## config.mk

```make
export PLATFORM = sky130hd
export DESIGN_NAME = epmf_median_sel
export DESIGN_NICKNAME = d
export VERILOG_FILES = /design/src/epmf_pkg.sv /design/src/epmf_median_sel.sv
export SDC_FILE = /design/constraint.sdc
export NUM_CORES = 1
export LEC_CHECK = 0
export BUFFER_PORTS_ARGS = -buffer_cell sky130_fd_sc_hd__clkbuf_2
export CAP_MARGIN = 10
export CORE_MARGIN = 2
export CORE_UTILIZATION = 63
export DETAILED_ROUTE_END_ITERATION = 10
export MAX_ROUTING_LAYER = met4
export PLACE_DENSITY = 0.79
export SYNTH_ARGS = -nofsm -noshare
export SYNTH_HDL_FRONTEND = slang
export SYNTH_SLANG_ARGS = --single-unit
```

## constraint.sdc

```tcl
create_clock -name clk -period 32.8 [get_ports clk]
set_input_delay 3.28 -clock clk [delete_from_list [all_inputs] [get_ports clk]]
set_output_delay 3.28 -clock clk [all_outputs]
set_load 0.02 [all_outputs]
```

## src/epmf_pkg.sv

```systemverilog
`timescale 1ns / 1ps
// Shared constants, types and register indexes for the edge-preserving median filter.
// No dependencies.
package epmf_pkg;

  localparam int SAMPLE_BITS    = 24;
  localparam int MAG_BITS       = SAMPLE_BITS - 1;
  localparam int MAX_WIDTH      = 1024;
  localparam int MAX_HALF       = 3;
  localparam int RING_DEPTH     = (2 * MAX_HALF + 2) * MAX_WIDTH;
  localparam int ADDR_BITS      = $clog2(RING_DEPTH);
  localparam int WIN_SIZE       = (2 * MAX_HALF + 1) * (2 * MAX_HALF + 1);
  localparam int WIN_CNT_BITS   = $clog2(WIN_SIZE + 1);
  localparam int MAG_STEP_BITS  = $clog2(MAG_BITS);
  localparam int POS_BITS       = 23;
  localparam int POS_STEP_BITS  = $clog2(POS_BITS);
  localparam int COL_BITS       = 10;
  localparam int ROW_BITS       = 13;
  localparam int HALF_BITS      = 2;
  localparam int WIDTH_BITS     = 11;
  localparam int HEIGHT_BITS    = 13;
  localparam int THR_BITS       = 20;
  localparam int CFG_DATA_BITS  = 20;
  localparam int CFG_INDEX_BITS = 3;
  localparam int TDATA_BITS     = 32;
  localparam int WIN_OFF_BITS   = 3;

  typedef enum logic [CFG_INDEX_BITS-1:0] {
    CFG_KERNEL_HALF       = 3'd0,
    CFG_IMAGE_WIDTH       = 3'd1,
    CFG_IMAGE_HEIGHT      = 3'd2,
    CFG_EDGE_THRESHOLD    = 3'd3,
    CFG_THRESHOLD_ENABLE  = 3'd4,
    CFG_SPECKLE_THRESHOLD = 3'd5
  } cfg_index_t;

  typedef struct packed {
    logic                          nan;
    logic signed [SAMPLE_BITS-1:0] value;
  } pixel_t;

  typedef struct packed {
    logic clr;
    logic push;
    logic start;
  } sel_ctrl_t;

endpackage

```

## src/epmf_median_sel.sv

```systemverilog
`timescale 1ns / 1ps
// Window shift registers and bit-serial rank selection of the upper median.
// Depends on epmf_pkg.
module epmf_median_sel (
  input  logic                          clk,
  input  logic                          rst,
  input  epmf_pkg::sel_ctrl_t           ctrl,
  input  logic [epmf_pkg::MAG_BITS-1:0] push_value,
  output logic                          done,
  output logic [epmf_pkg::MAG_BITS-1:0] median
);

  logic [epmf_pkg::MAG_BITS-1:0]      win [epmf_pkg::WIN_SIZE];
  logic [epmf_pkg::WIN_SIZE-1:0]      act;
  logic [epmf_pkg::WIN_SIZE-1:0]      msb;
  logic [epmf_pkg::WIN_SIZE-1:0]      zeros;
  logic [epmf_pkg::WIN_CNT_BITS-1:0]  cnt;
  logic [epmf_pkg::WIN_CNT_BITS-1:0]  rank;
  logic [epmf_pkg::WIN_CNT_BITS-1:0]  zc;
  logic [epmf_pkg::MAG_STEP_BITS-1:0] step;
  logic                               busy;
  logic                               last_step;

  always_comb begin
    for (int i = 0; i < epmf_pkg::WIN_SIZE; i++) begin
      msb[i] = win[i][epmf_pkg::MAG_BITS-1];
    end
  end

  assign zeros     = act & ~msb;
  assign zc        = epmf_pkg::WIN_CNT_BITS'($countones(zeros));
  assign last_step = (step == epmf_pkg::MAG_STEP_BITS'(epmf_pkg::MAG_BITS - 1));

  always_ff @(posedge clk) begin
    if (ctrl.push) begin
      win[0] <= push_value;
      for (int i = 1; i < epmf_pkg::WIN_SIZE; i++) begin
        win[i] <= win[i-1];
      end
    end else if (busy) begin
      for (int i = 0; i < epmf_pkg::WIN_SIZE; i++) begin
        win[i] <= {win[i][epmf_pkg::MAG_BITS-2:0], 1'b0};
      end
    end
  end

  always_ff @(posedge clk) begin
    if (rst) begin
      act  <= '0;
      cnt  <= '0;
      busy <= 1'b0;
      done <= 1'b0;
      step <= '0;
    end else begin
      done <= !ctrl.clr && !ctrl.push && !ctrl.start && busy && last_step;
      if (ctrl.clr) begin
        act <= '0;
        cnt <= '0;
      end else if (ctrl.push) begin
        act <= {act[epmf_pkg::WIN_SIZE-2:0], 1'b1};
        cnt <= cnt + 1'b1;
      end else if (ctrl.start) begin
        rank <= cnt >> 1;
        busy <= 1'b1;
        step <= '0;
      end else if (busy) begin
        if (rank < zc) begin
          act    <= zeros;
          median <= {median[epmf_pkg::MAG_BITS-2:0], 1'b0};
        end else begin
          rank   <= rank - zc;
          act    <= act & msb;
          median <= {median[epmf_pkg::MAG_BITS-2:0], 1'b1};
        end
        step <= step + 1'b1;
        if (last_step) begin
          busy <= 1'b0;
        end
      end
    end
  end

endmodule

```

==> results of run 1 <==
-- state kept, by name, indices dropped and copies added (netlist names) --
name and count:
win 1127, act 49, median 23, cnt 6, rank 6, step 5
busy 1, done 1
-- path summary, 6_finish.rpt --
check / slack, ns / from / depth (start not counted) / to
worst max-delay path: 24.79 / win[11][45] / 25 / rank[2]
worst min-delay path: 0.45 / median[15] / 0 / median[16]
worst max register to register: 24.79 / win[11][45] / 25 / rank[2]
worst min register to register: 0.45 / median[15] / 0 / median[16]
-- logic make-up (layout without fill, tap and decap cells) --
| logic type | count (synthesis) | after routing | synth area share [%] |
|---|---|---|---|
| xor gates and xnor gates | 10 | 10 | 0.1705 |
| other | 0 | 1 | 0 |
| adders and majority gates | 59 | 59 | 2.036 |
| muxes | 350 | 350 | 7.666 |
| buffers and inverters | 338 | 379 | 2.852 |
| DFF | 1218 | 1218 | 69.34 |
| AOI/OAI and AO/OA | 924 | 924 | 15.48 |
| and+or+nand+nor | 247 | 247 | 2.455 |
-- layout make-up --
cell class	instances	share of cell area [%]
multi-input cells	1590	25.61
clock inverters	59	1.057
clock buffers	151	5.578
diodes	1	0.004480
repair buffers	84	1.008
well taps	1060	2.375
flip-flops and latches	1218	63.78
inverters	85	0.5847
-- layout by cell type, fill, tap and decap left out, types with 6 or more instances in the layout --
cell / Yosys / routed
a21o_1: 20 / 20
a21oi_1: 10 / 10
a22o_1: 759 / 759
a22oi_1: 30 / 30
a31oi_1: 18 / 18
and2_1: 16 / 16
buf_4: 4 / 29
bufinv_16: 0 / 8
clkbuf_1: 113 / 28
clkbuf_16: 0 / 117
clkbuf_2: 0 / 50
clkbuf_8: 0 / 6
clkinv_1: 0 / 18
clkinv_2: 0 / 23
dfxtp_1: 95 / 95
edfxtp_1: 1123 / 1123
fa_1: 41 / 41
ha_1: 18 / 18
inv_1: 84 / 83
mux2_2: 348 / 348
nand2_1: 109 / 109
nand2b_1: 7 / 7
nand3_1: 40 / 40
nand3_2: 10 / 10
nor2_1: 13 / 10
nor2b_1: 32 / 31
o2111ai_1: 31 / 31
o21ai_0: 10 / 10
o221ai_1: 20 / 20
o221ai_2: 10 / 10
xor2_1: 7 / 7
-- critical path, stage by stage, from the launching register on --
cell and delay, ns:
edfxtp_1 0.41, inv_1 0.10, nand2_1 0.08, fa_1 0.55, inv_1 0.06, fa_1 0.55
inv_1 0.06, fa_1 0.58, fa_1 0.46, fa_1 0.53, fa_1 0.50, inv_1 0.05
fa_1 0.45, fa_1 0.41, inv_1 0.10, fa_1 0.20, inv_1 0.05, a21o_1 0.16
a21oi_1 0.16, xor2_1 0.10, ha_1 0.37, o21ai_1 0.14, o21ai_2 0.12, buf_4 0.41
a31oi_1 0.16, nor4_1 0.83
-- metal layers --
metal | track usage [%] | up-vias
met5 | - | -
met4 | 5.577 | 0
met3 | 3.163 | 149
met1 | 29.05 | 14090
met2 | 34.48 | 528
li1 | - | 12610
-- metrics by stage --
| step | setup WS [ns] | std cells | hold WS (ns) | cell area [um2] | total power, mW |
|---|---|---|---|---|---|
| final | 24.79 | 4248 | 0.4544 | 55850 | 3.471 |
| after CTS | 24.73 | 4247 | 0.4397 | 55850 | 3.497 |
| after global placement | 24.87 | 4037 | 0.4329 | 52140 | 2.188 |
| after global routing | 24.31 | 4248 | 0.4550 | 55850 | 3.590 |
| after detailed placement | 24.80 | 4037 | 0.4344 | 52140 | 2.201 |
| after floorplan | 6.524 | 3146 | 0.4269 | 51380 | 2.213 |
-- where the power goes --
group          leakage (nW)  internal (mW)  switching [mW]
logic                  5.93          0.108           0.110
registers              12.2           1.87          0.0789
clock network          1.81          0.734           0.567
total                  19.9           2.71           0.756
==> impl_metrics.yaml, run 1 <==
critical_path:
  crit_required_ns: 33.07
  path_class: "flop to flop"
  cp_max_fo: 37
  worstSetupStartpointType: "flop"
  endpoint_kind: "flop"
  arrival_ns: 8.28
routing:
  drt_iter0_drc: 2729
  ant_nets: 0
  routed.top_layer: "met4"
  wl_met3_mm: 3.374
  met1Wirelength_mm: 38.46
  drc: 0
  finalWirelength_mm: 88.24
  num_vias: 27370
  viasPerCell: 6.444
  wire_per_inst_um: 20.77
  firstDrtPassIters: 5
  wl_met2_mm: 44.61
clocking:
  cts_inserted_buffers: 116
  cts_tree: "done"
  cts_sinks: 1218
  insertion_delay_ns: 0.69
  clockBufferDepth: 3
  clkSlewWorstSetupHoldPaths_ns: 0.06
  postCtsSetupRepairBufs: 0
  ctsRootBufferMaster: "clkbuf_16"
  cts-htree-levels: 3
  cts.hold.buffers_added: 0
  cts_resized: 0
synth:
  yosys_warnings: 0
  synth_top_area_share_pct: 65.64
  synth_cells: 3146
  synth_cell_type_count: 55
  seq_area_frac_synth_pct: 69.34
  yosys.area.top_type: "edfxtp_1"
  synth_enable_flop_cells: 1123
  syn-cell-area_mm2: 0.05138
  synth_area_leaders: "edfxtp_1 (66%), a22o_1 (13%), mux2_2 (7.6%)"
  yosys-top-cells-count: "edfxtp_1 (1,123), a22o_1 (759), mux2_2 (348)"
  postSynthAreaPerCell_um2: 16.33
  synth_flop_cell: "edfxtp_1"
  syn_nets: 3233
  synth.most_common_cell: "edfxtp_1"
  async_reset_ff_share_pct: 0
  ys_ff_latch: 1218
die:
  start_util_pct: 63.68
  die-area_mm2: 0.08385
  chipHeight_um: 289.6
  core_mm2: 0.08068
  ios: 52
  placementRows: 104
  die_width_um: 289.6
global_routing:
  grt_usage_pct: 21.43
  grt_overflow: 0
  grt_pass1_vias: 27330
  grt_max_degree: 258
  antenna_found_initial: 1
  grt_pass1_wl_mm: 142.2
job:
  cap_viol_max_count: 0
cells_and_area:
  seqCellArea_mm2: 0.03562
  drive_gt1_share_pct: 19.86
  fin_util_pct: 69.23
  nets: 3182
  nFillCells: 5059
  syn_to_final_growth_pct: 8.709
  multi_input_comb_area_mm2: 0.01430
sta:
  hold_viol: 0
  fin_crit_ns: 8.010
  max_freq_mhz: 124.8
  fin_worst_skew_ns: 0.04621
  fin_crit_sh_pct: 24.42
  finalSetupViolations: 0
  slew_violations: 0
  tns_ns: 0
  rsz0062_at_grt: "no"
  worst_pin_slew_ns: 1.234
  slew_headroom_pct: 17.76
run_status:
  status: "finished, final reports clean"
power:
  power.leakage_nw: 19.95
  power.density_mw_per_mm2: 62.14
  ir_drop_mv: 0.05501
placement:
  dpl.hpwl_mm: 49.01
  globalplace.congestion: 0.8556
  io_buffers: 51
min_path:
  hold_class: "flop to flop"
Power figures use the tool's default switching activity.
==> run 2: changes to the inputs <==
--- a/config.mk
+++ b/config.mk
@@ -5,6 +5,7 @@
 export SDC_FILE = /design/constraint.sdc
 export NUM_CORES = 1
 export LEC_CHECK = 0
+export ABC_AREA = 1
 export BUFFER_PORTS_ARGS = -buffer_cell sky130_fd_sc_hd__clkbuf_2
 export CAP_MARGIN = 10
 export CORE_MARGIN = 2
==> constraint.sdc (replaced) <==
create_clock -name clk -period 7.7 [get_ports clk]
set_input_delay 0.77 -clock clk [delete_from_list [all_inputs] [get_ports clk]]
set_output_delay 0.77 -clock clk [all_outputs]
set_load 0.02 [all_outputs]
==> run 2 against run 1 <==
Global-route usage fell by 0.077 points. Routed wire length increased by 1.7%. Fmax is 11% higher. Synthesized area up 2.5%. Combinational power grew to 5.2 times the previous value. Cell count increased by 35%.
==> impl_metrics.yaml, run 2 <==
run_status:
  status: "finished, final reports clean"
clocking:
  cts_resized: 0
  clockBufferDepth: 3
  insertion_delay_ns: 0.69
  cts-htree-levels: 3
  postCtsSetupRepairBufs: 0
  ctsRootBufferMaster: "clkbuf_16"
  cts_tree: "done"
  cts.hold.buffers_added: 0
  cts_sinks: 1218
  cts_inserted_buffers: 117
  clkSlewWorstSetupHoldPaths_ns: 0.06
power:
  power.leakage_nw: 22.55
  ir_drop_mv: 0.2173
  power.density_mw_per_mm2: 259.7
die:
  chipHeight_um: 293.1
  die_width_um: 293.1
  start_util_pct: 63.34
  core_mm2: 0.08316
  placementRows: 106
  die-area_mm2: 0.08593
  ios: 52
routing:
  ant_nets: 0
  firstDrtPassIters: 7
  finalWirelength_mm: 89.77
  num_vias: 32030
  drc: 0
  viasPerCell: 5.567
  drt_iter0_drc: 2990
  wire_per_inst_um: 15.60
synth:
  yosys_warnings: 0
  synth_enable_flop_cells: 1123
  synth.mux.area_fraction_pct: 0
  synth_compound_area_share_pct: 13.34
  synthAdderAreaFrac_pct: 1.986
  synth_flop_cell: "edfxtp_1"
  synthXorXnorAreaFrac_pct: 0.09977
  yosys-top-cells-count: "edfxtp_1 (1,123), inv_1 (1,054), o22ai_1 (704)"
  synth_cell_type_count: 35
  synth_top_family_by_area: "compound AO/OA/AOI/OAI gates"
  yosys.area.top_type: "edfxtp_1"
  seq_area_frac_synth_pct: 67.64
  ys_ff_latch: 1218
  synth.most_common_cell: "edfxtp_1"
  synth_cells: 4657
  synth_area_leaders: "edfxtp_1 (64%), o22ai_1 (8.4%), inv_1 (7.5%)"
  syn_nets: 4744
  async_reset_ff_share_pct: 0
  syn-cell-area_mm2: 0.05267
  synth_top_area_share_pct: 64.03
  synthSimpleGateAreaFrac_pct: 6.545
  postSynthAreaPerCell_um2: 11.31
sta:
  worst_pin_slew_ns: 1.220
  fin_crit_sh_pct: 93.74
  worst_slack_ns: 0.4819
  max_freq_mhz: 138.5
  slew_headroom_pct: 18.67
  hold_viol: 0
  fin_worst_skew_ns: 0.03106
  rsz0062_at_grt: "no"
  finalSetupViolations: 0
  slew_violations: 0
  tns_ns: 0
  fin_crit_ns: 7.218
critical_path:
  arrival_ns: 7.77
  critical_path.most_common_cell: "fa_1"
  worstSetupStartpointType: "flop"
  path_class: "flop to flop"
  slowest_delay_ns: 0.56
  endpoint_kind: "flop"
  cp_max_fo: 44
  crit_required_ns: 8.25
  slowest_stage: "fa_1"
placement:
  dpl.hpwl_mm: 49.27
  place_ws_ns: 0.4941
  postPlaceCellArea_mm2: 0.05322
  globalplace.congestion: 0.8233
  io_buffers: 51
min_path:
  hold_class: "input pin to flop"
cells_and_area:
  regMostFlops: "win"
  drive_gt1_share_pct: 6.290
  largest_reg_flops: 1127
  top_regs: "win: 1127 flops, act: 49 flops, median: 23 flops"
  antennaDiodeCount: 0
  nets: 4667
  layout_common_cells: "edfxtp_1 (1,123), inv_1 (1,054), o22ai_1 (704), nand2_1 (679), o21ai_0 (375)"
  fin_area_mm2: 0.05691
  final_common_cell: "edfxtp_1"
  syn_to_final_growth_pct: 8.056
global_routing:
  grt_pass1_vias: 30280
  grt_pass1_wl_mm: 148.4
  grt_overflow: 0
  antenna_found_initial: 0
  grt_usage_pct: 21.35
  grt_max_degree: 301
job:
  cap_viol_max_count: 0
run 2: area by class of cell:
cell class              instances  area, um2
clock buffers                 158       3143
fillers                      5684      26250
repair buffers                 84      663.1
multi-input cells            2098      11580
clock inverters                55      549.3
flip-flops and latches       1218      35620
well taps                    1080       1351
inverters                    1061       4000
run 2: layer usage:
layer	GRT usage [%]	vias up	wire [um]
met2	33.09	596	43490
li1	-	15860	-
met1	30.20	15470	40920
met5	-	-	0
met3	2.973	105	3835
met4	5.578	0	1514
run 2: worst max-delay path: cells and delay by family (launching register included):
kind,cells,cell delay (ns)
AND/OR/NAND/NOR,6,1.07
AO/OA/AOI/OAI,2,0.34
XOR/XNOR,1,0.10
flip-flops,1,0.42
adder cells (fa/ha/maj),10,4.58
buffers and inverters,6,0.54
run 2: worst paths after layout:
path	startpoint	end	slack [ns]	cells after the start
worst max-delay path	win[11][45]	act[23]	0.48	25
worst min-delay path	push_value[0]	win[0][0]	0.28	3
worst max register to register	win[11][45]	act[23]	0.48	25
worst min register to register	median[21]	median[22]	0.45	0
run 2: kinds of logic (layout without fill, tap and decap cells):
kind of cell / after synthesis / after routing
compound gates: 1171 / 1171
buf+inv: 1341 / 1358
fa+ha+maj: 59 / 59
flops: 1218 / 1218
simple gates: 862 / 862
xor+xnor: 6 / 6
run 2: where the power goes:
part	internal, mW	switching, mW
Combinational	0.349	0.780
Sequential	7.94	0.183
Clock	3.13	2.40
Total	11.4	3.36
run 2: through the flow:
step	hold slack (ns)	power, mW	std cells	util [%]
after floorplan	0.4388	9.157	4657	-
after global placement	0.4298	9.323	5541	64.00
after detailed placement	0.4350	9.388	5541	64.00
after CTS	0.2590	14.90	5754	68.44
after global routing	0.3064	15.35	5754	68.44
final	0.2845	14.78	5754	68.44
