[config.mk]
export PLATFORM = sky130hd
export DESIGN_NAME = epmf_pos_div
export DESIGN_NICKNAME = d
export VERILOG_FILES = /design/src/epmf_pkg.sv /design/src/epmf_pos_div.sv
export SDC_FILE = /design/constraint.sdc
export NUM_CORES = 1
export LEC_CHECK = 0
export BUFFER_PORTS_ARGS = -buffer_cell sky130_fd_sc_hd__buf_2
export CAP_MARGIN = 20
export CORE_MARGIN = 1
export CORE_UTILIZATION = 40
export DETAILED_ROUTE_END_ITERATION = 8
export PLACE_DENSITY = 0.76
export SYNTH_ARGS = -nofsm -noshare
export SYNTH_HDL_FRONTEND = slang
export SYNTH_SLANG_ARGS = --single-unit
[constraint.sdc]
create_clock -name clk -period 5.6 [get_ports clk]
set_clock_uncertainty 0.2 [all_clocks]
set_input_delay 1.12 -clock clk [delete_from_list [all_inputs] [get_ports clk]]
set_output_delay 1.12 -clock clk [all_outputs]
set_load 0.01 [all_outputs]
[src/epmf_pkg.sv]
`timescale 1ns / 1ps
// Shared constants, types and register indexes for the edge-preserving median filter.
// No dependencies.
package epmf_pkg;

  localparam int SAMPLE_BITS    = 24;
  localparam int MAG_BITS       = SAMPLE_BITS - 1;
  localparam int MAX_WIDTH      = 1024;
  localparam int MAX_HALF       = 3;
  localparam int RING_DEPTH     = (2 * MAX_HALF + 2) * MAX_WIDTH;
  localparam int ADDR_BITS      = $clog2(RING_DEPTH);
  localparam int WIN_SIZE       = (2 * MAX_HALF + 1) * (2 * MAX_HALF + 1);
  localparam int WIN_CNT_BITS   = $clog2(WIN_SIZE + 1);
  localparam int MAG_STEP_BITS  = $clog2(MAG_BITS);
  localparam int POS_BITS       = 23;
  localparam int POS_STEP_BITS  = $clog2(POS_BITS);
  localparam int COL_BITS       = 10;
  localparam int ROW_BITS       = 13;
  localparam int HALF_BITS      = 2;
  localparam int WIDTH_BITS     = 11;
  localparam int HEIGHT_BITS    = 13;
  localparam int THR_BITS       = 20;
  localparam int CFG_DATA_BITS  = 20;
  localparam int CFG_INDEX_BITS = 3;
  localparam int TDATA_BITS     = 32;
  localparam int WIN_OFF_BITS   = 3;

  typedef enum logic [CFG_INDEX_BITS-1:0] {
    CFG_KERNEL_HALF       = 3'd0,
    CFG_IMAGE_WIDTH       = 3'd1,
    CFG_IMAGE_HEIGHT      = 3'd2,
    CFG_EDGE_THRESHOLD    = 3'd3,
    CFG_THRESHOLD_ENABLE  = 3'd4,
    CFG_SPECKLE_THRESHOLD = 3'd5
  } cfg_index_t;

  typedef struct packed {
    logic                          nan;
    logic signed [SAMPLE_BITS-1:0] value;
  } pixel_t;

  typedef struct packed {
    logic clr;
    logic push;
    logic start;
  } sel_ctrl_t;

endpackage

[src/epmf_pos_div.sv]
`timescale 1ns / 1ps
// Bit-serial restoring divider: splits the output raster index into row and column.
// Depends on epmf_pkg.
module epmf_pos_div (
  input  logic                            clk,
  input  logic                            rst,
  input  logic                            start,
  input  logic [epmf_pkg::POS_BITS-1:0]   dividend,
  input  logic [epmf_pkg::WIDTH_BITS-1:0] divisor,
  output logic                            done,
  output logic [epmf_pkg::POS_BITS-1:0]   quotient,
  output logic [epmf_pkg::WIDTH_BITS-1:0] remainder
);

  logic                                 busy;
  logic [epmf_pkg::POS_STEP_BITS-1:0]   step;
  logic [epmf_pkg::POS_BITS-1:0]        dvd;
  logic [epmf_pkg::WIDTH_BITS-1:0]      rem;
  logic [epmf_pkg::WIDTH_BITS:0]        trial;
  logic [epmf_pkg::WIDTH_BITS:0]        diff;
  logic                                 fits;
  logic                                 last_step;

  assign trial     = {rem, dvd[epmf_pkg::POS_BITS-1]};
  assign diff      = trial - {1'b0, divisor};
  assign fits      = trial >= {1'b0, divisor};
  assign quotient  = dvd;
  assign remainder = rem;
  assign last_step = (step == epmf_pkg::POS_STEP_BITS'(epmf_pkg::POS_BITS - 1));

  always_ff @(posedge clk) begin
    if (rst) begin
      busy <= 1'b0;
      done <= 1'b0;
      step <= '0;
    end else begin
      done <= !start && busy && last_step;
      if (start) begin
        busy <= 1'b1;
        step <= '0;
        dvd  <= dividend;
        rem  <= '0;
      end else if (busy) begin
        rem  <= fits ? diff[epmf_pkg::WIDTH_BITS-1:0] : trial[epmf_pkg::WIDTH_BITS-1:0];
        dvd  <= {dvd[epmf_pkg::POS_BITS-2:0], fits};
        step <= step + 1'b1;
        if (last_step) begin
          busy <= 1'b0;
        end
      end
    end
  end

endmodule

==> results.yml, run 1 <==
worst_setup_path:
  slowest_delay_ns: 0.56
  critical_path.max_fanout: 15
  arrival_ns: 3.19
  worst-setup-path-type: "in2reg"
  crit_chain: "buf_2 -> inv_1 -> ha_1 -> a21o_1 -> or3_4 -> o21ai_2 -> nor3b_4 -> or3_4 -> o22ai_1"
  critPathMostFrequentCell: "or3_4"
  worst_setup_path_start_kind: "input pin"
  end_kind: "flop"
  crit_required_ns: 5.43
  slowest_stage: "nor3b_4"
min_path:
  hold_path.class: "reg2reg"
cells_and_area:
  fin_nets: 328
  n_fill_cell: 557
  area_growth_pct: 20.95
  design_area_sq_um: 2860
  drive_gt1_frac: 0.4137
  antenna_cells: 0
die:
  die_w_um: 78.89
  floorplan.die_area_sq_um: 6224
  die_h_um: 78.89
  core.rowCount: 27
  core_sq_um: 5608
  start_util: 0.4217
  pin_count: 72
placement:
  placed_cell_area_sq_um: 2779
  gp_congestion: 0.8208
  dp_hpwl_um: 3570
  port_buffers: 71
sta:
  worst_slew_pin_slew_ns: 0.9652
  hold_violations: 0
  period_minus_slack_ns: 3.359
  rsz0062_at_grt: "no"
  final.setup.tns_ns: 0
  fmax_ghz: 0.2977
  finalHoldWorstSlack_ns: 0.3272
  period_share: 0.5998
  setup_violations: 0
  slew_violations: 0
  maxSlewHeadroom: 0.3550
logic_synthesis:
  syn-cell-area_sq_um: 2365
  yosys_warnings: 0
  yosysTopAreaCell: "edfxtp_1"
  synthTopCellsByArea: "edfxtp_1 (43%), mux2_2 (10%), ha_1 (6.9%), dfxtp_1 (5.9%), inv_1 (2.5%)"
  yosysMostFrequentCell: "edfxtp_1"
  async_flop_share: 0
  synth-main-ff-cell: "edfxtp_1"
  yosysSeqAreaShare: 0.4910
  synth.distinct_cells: 41
  synth_edf_count: 34
  netlist_instances: 207
  synth-seq-cells: 41
  netlist_top_cells_count: "edfxtp_1 (34), mux2_2 (22), inv_1 (16)"
  synth_top_area_frac: 0.4317
  synth_nets: 258
  synth_area_per_cell_sq_um: 11.42
clocking:
  clk_path_buf_depth: 2
  clock-root-buffer: "clkbuf_8"
  cts_max_level: 2
  clk_latency_ns: 0.29
  cts.sinks: 41
  post_cts_buffers: 0
  ctsHoldBuffers: 0
  path_clk_slew_ns: 0.07
  cts_tree: "yes"
  cts_resized: 0
  numCtsBuffers: 5
grt:
  gr-total-overflow: 0
  grt_pass1_vias: 1692
  grt_pass1_wl_um: 7817
  antenna_found_initial: 0
  grt_max_degree: 39
  grtUsageTotal: 0.1634
job:
  cap_violations: 0
detailed_routing:
  wirelength_um: 4816
  dr.pass1.iters: 4
  vias_per_cell: 4.994
  antenna_left: 0
  vias: 1748
  wl_per_cell_um: 13.76
  dr.first_iter.drc_count: 61
  route.detailed.drc: 0
power:
  peakVddDrop_v: 0.0002165
  p_per_area_nw_per_um2: 268.3
  leakagePower_nw: 1.193
run_status:
  status: "finished clean"
[cell type report]
cell class / count / area [sq um] / share of cell area
clock buffer: 7 / 76.32 / 0.02668
clock inverter: 1 / 5.005 / 0.001750
inverter: 16 / 60.06 / 0.02100
multi-input combinational: 142 / 1112 / 0.3889
sequential: 41 / 1161 / 0.4059
tap: 72 / 90.09 / 0.03150
timing repair buffer: 71 / 355.3 / 0.1242
[cell families after synthesis]
logic type,after synthesis,share of synthesized area
simple gates,50,0.1212
mux,22,0.1048
compound gates,46,0.1270
flops,41,0.4910
buf+inv,24,0.04180
fa+ha+maj,14,0.07725
xor+xnor,10,0.03704
[path summary, 6_finish.rpt]
check | startpoint | end | slack (ns) | depth (start not counted)
setup / recovery | divisor[5] | remainder[5] | 2.24 | 9
hold / removal | step[4] | step[4] | 0.33 | 2
setup reg to reg | remainder[4] | remainder[5] | 2.70 | 7
hold reg to reg | step[4] | step[4] | 0.33 | 2
[worst max-delay path: cells and delay by family]
kind	cells	cell delay [ns]
adder cells (fa/ha/maj)	1	0.33
AO/OA/AOI/OAI	3	0.48
buffers and inverters	2	0.10
AND/OR/NAND/NOR	3	1.15
[flip-flops by register name, summed over array words and instances, names as in the netlist]
name / cells
busy: 1
quotient: 23
remainder: 11
done: 1
step: 5
[cell usage in the layout, fill, tap and decap left out, types with 4 or more instances in the layout]
| cell | instances |
|---|---|
| buf_2 | 71 |
| edfxtp_1 | 34 |
| mux2_2 | 22 |
| inv_1 | 16 |
| nor2_1 | 13 |
| ha_1 | 13 |
| a21oi_1 | 11 |
| nand2_1 | 9 |
| nand2b_1 | 7 |
| dfxtp_1 | 7 |
| o21ai_0 | 6 |
| o21ai_1 | 6 |
| xor2_1 | 6 |
| o211ai_1 | 5 |
| clkbuf_8 | 5 |
| xnor2_1 | 4 |
| or3_2 | 4 |
[metrics by stage]
step                      setup slack, ns  total power [mW]  std cells    util
final                               2.241            0.7674        350  0.5100
after global placement              2.005            0.5859        342  0.4955
after CTS                           2.248            0.7756        350  0.5100
after global routing                2.151            0.8083        350  0.5100
after detailed placement            1.947            0.5903        342  0.4955
after floorplan                     1.711            0.5311        207       -
[where the power goes]
group | switching, mW | total (mW) | leakage (nW) | internal, mW
sequential | 0.0153 | 0.376 | 0.384 | 0.361
clock | 0.0957 | 0.183 | 0.0422 | 0.0875
combinational | 0.113 | 0.208 | 0.767 | 0.0951
total | 0.224 | 0.767 | 1.19 | 0.543
[per-layer routing]
metal | up-vias | track usage | wire (um) | share of wire
li1 | 893 | - | - | -
met1 | 809 | 0.2086 | 2249 | 0.47
met2 | 44 | 0.2730 | 2321 | 0.48
met3 | 2 | 0.03678 | 208 | 0.043
met4 | 0 | 0.05455 | 36 | 0.0075
met5 | - | 0 | 0 | 0
(Power assumes the default switching activity.)
==> run 2, diff against run 1 <==
--- a/config.mk
+++ b/config.mk
@@ -5,12 +5,13 @@
 export SDC_FILE = /design/constraint.sdc
 export NUM_CORES = 1
 export LEC_CHECK = 0
+export ABC_AREA = 1
 export BUFFER_PORTS_ARGS = -buffer_cell sky130_fd_sc_hd__buf_2
 export CAP_MARGIN = 20
 export CORE_MARGIN = 1
 export CORE_UTILIZATION = 40
 export DETAILED_ROUTE_END_ITERATION = 8
-export PLACE_DENSITY = 0.76
+export PLACE_DENSITY = 0.75
 export SYNTH_ARGS = -nofsm -noshare
 export SYNTH_HDL_FRONTEND = slang
 export SYNTH_SLANG_ARGS = --single-unit
==> constraint.sdc (replaced) <==
create_clock -name clk -period 3.15 [get_ports clk]
set_clock_uncertainty 0.2 [all_clocks]
set_input_delay 0.63 -clock clk [delete_from_list [all_inputs] [get_ports clk]]
set_output_delay 0.63 -clock clk [all_outputs]
set_load 0.01 [all_outputs]
==> results.yml, run 2 <==
run_status:
  status: "finished clean"
logic_synthesis:
  syn-cell-area_sq_um: 2562
  synth_simple_gate_area_share: 0.3364
  synth-seq-cells: 41
  yosysSeqAreaShare: 0.4531
  yosysTopAreaCell: "edfxtp_1"
  synth_area_per_cell_sq_um: 7.471
  synth_mux_area_frac: 0
  yosysMostFrequentCell: "nand2_1"
  synthTopCellsByArea: "edfxtp_1 (40%), nand2_1 (20%), inv_1 (7.9%), ha_1 (6.3%), dfxtp_1 (5.5%)"
  synthAdderAreaFrac: 0.07129
  synth.distinct_cells: 25
  synth_nets: 394
  netlist_instances: 343
  async_flop_share: 0
  synth_top_area_frac: 0.3984
  synth_edf_count: 34
  netlist_top_cells_count: "nand2_1 (134), inv_1 (54), nor2_1 (35)"
  synthXorXnorAreaFrac: 0.01025
  synth_compound_area_frac: 0.02783
  yosys_warnings: 0
  synth-main-ff-cell: "edfxtp_1"
  synth_top_family_by_area: "simple AND/OR/NAND/NOR gates"
clocking:
  path_clk_slew_ns: 0.08
  ctsHoldBuffers: 0
  cts_resized: 0
  clock-root-buffer: "clkbuf_8"
  cts_max_level: 2
  cts_tree: "yes"
  numCtsBuffers: 5
  post_cts_buffers: 0
  clk_latency_ns: 0.30
  clk_path_buf_depth: 2
  cts.sinks: 41
grt:
  antenna_found_initial: 0
  grt_max_degree: 34
  grt_pass1_wl_um: 9459
  grt_pass1_vias: 2150
  grtUsageTotal: 0.1849
  gr-total-overflow: 0
worst_setup_path:
  r2r_end: "remainder[5]"
  critical_path.max_fanout: 12
  timing.rr.start: "remainder[7]"
  worst_setup_path_start_kind: "flop"
  arrival_ns: 2.21
  end_kind: "flop"
  crit_required_ns: 3.00
  rr_worst_depth: 8
  worst-setup-path-type: "reg2reg"
  rrSetupSlack_ns: 0.79
detailed_routing:
  dr.first_iter.drc_count: 87
  vias: 2372
  wirelength_um: 5800
  antenna_left: 0
  wl_met3_um: 372
  route.detailed.drc: 0
  met2_length_um: 2772
  vias_per_cell: 4.821
  topRoutingLayerUsed: "met4"
  dr.pass1.iters: 4
  wl_per_cell_um: 11.79
  met1_length_um: 2620
cells_and_area:
  design_area_sq_um: 3102
  drive_gt1_frac: 0.2134
  finalNonFillerCells: 492
  area_growth_pct: 21.04
  final_common_cell: "nand2_1"
  largest_reg_flops: 23
  fin_nets: 467
  antenna_cells: 0
  layout_common_cells: "nand2_1 (134), buf_2 (71), inv_1 (54)"
placement:
  port_buffers: 71
  gp_congestion: 0.8621
  dp_cells: 484
  dp_hpwl_um: 4430
  placed_cell_area_sq_um: 3020
die:
  die_h_um: 82.04
  start_util: 0.4228
  floorplan.die_area_sq_um: 6731
  pin_count: 72
  core_sq_um: 6061
  die_w_um: 82.04
  core.rowCount: 28
sta:
  slew_violations: 0
  worst_slew_pin_slew_ns: 0.4898
  setup_violations: 0
  hold_violations: 0
  fmax_ghz: 0.4232
  period_share: 0.7501
  period_minus_slack_ns: 2.363
  rsz0062_at_grt: "no"
  maxSlewHeadroom: 0.6731
  final.setup.tns_ns: 0
min_path:
  hp-start: "step[4]"
  hold_path.class: "reg2reg"
  whs_endpoint: "step[4]"
  holdPathStages: 1
job:
  cap_violations: 0
power:
  p_per_area_nw_per_um2: 435.1
  peakVddDrop_v: 0.0002819
  leakagePower_nw: 1.662
  fin_total_pwr_mw: 1.350
[run 2: cell types whose count changed after synthesis, sizes merged, moves of 5 or more]
cell / before / now
nor2: 14 / 37
mux2: 22 / 0
nand2b: 7 / 0
nand4: 3 / 14
o21ai: 15 / 5
or3: 8 / 0
inv: 16 / 54
a21oi: 14 / 8
o211ai: 5 / 0
nand2: 9 / 135
nand3: 1 / 16
[run 2: worst max-delay path, stage by stage (launching register included)]
cell,delay (ns)
edfxtp_1,0.46
ha_1,0.42
nand2_2,0.12
nor3_4,0.22
nand3_2,0.27
inv_1,0.13
nor2_2,0.11
nor2_1,0.12
nor2_1,0.05
[run 2: worst max-delay path by stage]
stage,startpoint,to,slack (ns),cells after the start
after global placement,divisor[5],quotient[0],0.57,9
after floorplan,start,quotient[0],0.58,3
after CTS,quotient[22],quotient[0],0.80,10
after detailed placement,divisor[0],remainder[7],0.54,11
after global routing,quotient[22],remainder[7],0.54,11
final,remainder[7],remainder[5],0.79,8
[run 2: layout make-up]
cell class	instances	area, sq um
inverters	55	206.4
repair buffers	76	405.4
clock buffers	5	68.82
multi-input cells	237	1154
clock inverters	3	12.51
well taps	75	93.84
flip-flops and latches	41	1161
fillers	588	2959
[run 2: metal layers]
layer	global-route usage	vias to the layer above
met5	0	-
met4	0.04035	0
met3	0.05222	5
met2	0.3132	79
met1	0.2329	1065
li1	-	1223
[run 2: logic make-up after synthesis]
| kind of cell | Yosys count |
|---|---|
| fa+ha+maj | 14 |
| compound gates | 14 |
| simple gates | 206 |
| flops | 41 |
| xor+xnor | 3 |
| buf+inv | 65 |
[run 2: stage by stage]
| step | utilization | setup slack, ns | hold slack [ns] |
|---|---|---|---|
| 2_1_floorplan | - | 0.5757 | 0.2224 |
| 5_1_grt | 0.5118 | 0.5426 | 0.2803 |
| 4_1_cts | 0.5118 | 0.7958 | 0.2567 |
| 3_5_place_dp | 0.4983 | 0.5410 | 0.2418 |
| 6_report | 0.5118 | 0.7871 | 0.2589 |
| 3_3_place_gp | 0.4983 | 0.5713 | 0.2456 |
[run 2: power breakdown]
part           internal [mW]  switching (mW)  total [mW]  leakage, nW
Clock                  0.149           0.179       0.329       0.0430
Combinational          0.137           0.221       0.358         1.23
Sequential             0.636          0.0265       0.663        0.386
Total                  0.923           0.426        1.35         1.66
==> run 3, diff against run 2 <==
==> constraint.sdc (replaced) <==
create_clock -name clk -period 2.45 [get_ports clk]
set_clock_uncertainty 0.2 [all_clocks]
set_input_delay 0.49 -clock clk [delete_from_list [all_inputs] [get_ports clk]]
set_output_delay 0.49 -clock clk [all_outputs]
set_load 0.01 [all_outputs]
==> results.yml, run 3 (synthesis gave the netlist of run 2 again) <==
cells_and_area:
  antenna_cells: 0
  drive_gt1_frac: 0.2358
  largest_reg_flops: 23
  fin_nets: 474
  finalNonFillerCells: 499
  layout_common_cells: "nand2_1 (134), buf_2 (71), inv_1 (54)"
  final_common_cell: "nand2_1"
  area_growth_pct: 24.17
  n_fill_cell: 586
  fin_util: 0.5250
sta:
  maxSlewHeadroom: 0.7741
  final.setup.tns_ns: 0
  period_share: 0.9177
  fmax_ghz: 0.4448
  setup_violations: 0
  worst_slew_pin_slew_ns: 0.3388
  hold_violations: 0
  period_minus_slack_ns: 2.248
  rsz0062_at_grt: "no"
  finalHoldWorstSlack_ns: 0.2680
  slew_violations: 0
min_path:
  hold_path.class: "in2reg"
die:
  core.rowCount: 28
  pin_count: 72
  die_h_um: 82.04
  start_util: 0.4228
  core_sq_um: 6061
  floorplan.die_area_sq_um: 6731
  die_w_um: 82.04
placement:
  dp_cells: 491
  gp_congestion: 0.8347
  port_buffers: 71
  dp_hpwl_um: 4463
clocking:
  cts.sinks: 41
  post_cts_buffers: 0
  cts_tree: "yes"
  clk_path_buf_depth: 2
  cts_max_level: 2
  clock-root-buffer: "clkbuf_8"
  path_clk_slew_ns: 0.08
  numCtsBuffers: 5
  ctsHoldBuffers: 0
  clk_latency_ns: 0.28
detailed_routing:
  wirelength_um: 5890
  antenna_left: 0
  vias_per_cell: 4.760
  route.detailed.drc: 0
  dr.pass1.iters: 4
  wl_per_cell_um: 11.80
  vias: 2375
  dr.first_iter.drc_count: 197
power:
  p_per_area_nw_per_um2: 569.3
  leakagePower_nw: 1.710
  fin_total_pwr_mw: 1.811
  peakVddDrop_v: 0.0003537
worst_setup_path:
  end_kind: "flop"
  arrival_ns: 2.09
  critical_path.max_fanout: 5
  worst-setup-path-type: "reg2reg"
  worst_setup_path_start_kind: "flop"
  crit_required_ns: 2.29
grt:
  grt_pass1_vias: 2107
  grtUsageTotal: 0.1878
  gr-total-overflow: 0
  grt_max_degree: 36
  antenna_found_initial: 0
  grt_pass1_wl_um: 9542
job:
  cap_violations: 0
run_status:
  status: "finished clean"
## run 3: cell count changes in the layout (fill, tap and decap cells not counted), sizes merged
| cell | previous run | this run |
|---|---|---|
| clkbuf | 5 | 7 |
| buf | 76 | 83 |
| clkinv | 4 | 2 |
## run 3: final timing paths
kind | slack (ns) | startpoint | to | depth (start not counted)
setup / recovery | 0.20 | quotient[22] | remainder[9] | 12
hold / removal | 0.27 | dividend[3] | quotient[3] | 3
setup reg to reg | 0.20 | quotient[22] | remainder[9] | 12
hold reg to reg | 0.27 | step[4] | step[4] | 1
## run 3: stage by stage
stage	setup slack (ns)	instance area, sq um
floorplan	0.01567	2566
detailed placement	-0.04211	3073
CTS	0.1218	3174
global route	0.01858	3182
global placement	0.02181	3073
finish	0.2016	3182
## run 3: metal layers
layer,vias up,global-route usage,wire (um)
met5,-,0,0
met4,0,0.03158,12
met1,1067,0.2456,2687
met2,68,0.3140,2865
li1,1238,-,-
met3,2,0.05000,324
## run 3: report_power, final
part	internal, mW	switching, mW
sequential	0.818	0.0333
combinational	0.194	0.289
clock	0.255	0.222
total	1.27	0.544
## run 3: cell type report
cell class                 count  area [sq um]  share of cell area
inverter                      55         206.4             0.06488
timing repair buffer          83         457.9              0.1439
sequential                    41          1161              0.3649
multi-input combinational    237          1161              0.3649
clock buffer                   7         96.34             0.03028
tap                           75         93.84             0.02949
clock inverter                 1         5.005            0.001573
## run 3: repair_timing
| action | CTS | global route |
|---|---|---|
| endpoints found under the setup margin | 0 | 9 |
| resized for setup | 0 | 2 |
| hold endpoints to repair | 0 | 0 |
## run 3: worst max-delay path, cell delays in order, from the launching register on
cell and delay [ns]:
edfxtp_1 0.36, inv_1 0.07, ha_1 0.21, fa_2 0.36, inv_1 0.09, nand3_1 0.08, nand3_2 0.09, nand3_2 0.08
nand3_1 0.10, nor2_2 0.07, buf_4 0.15, nor2_1 0.11, nor2_1 0.04
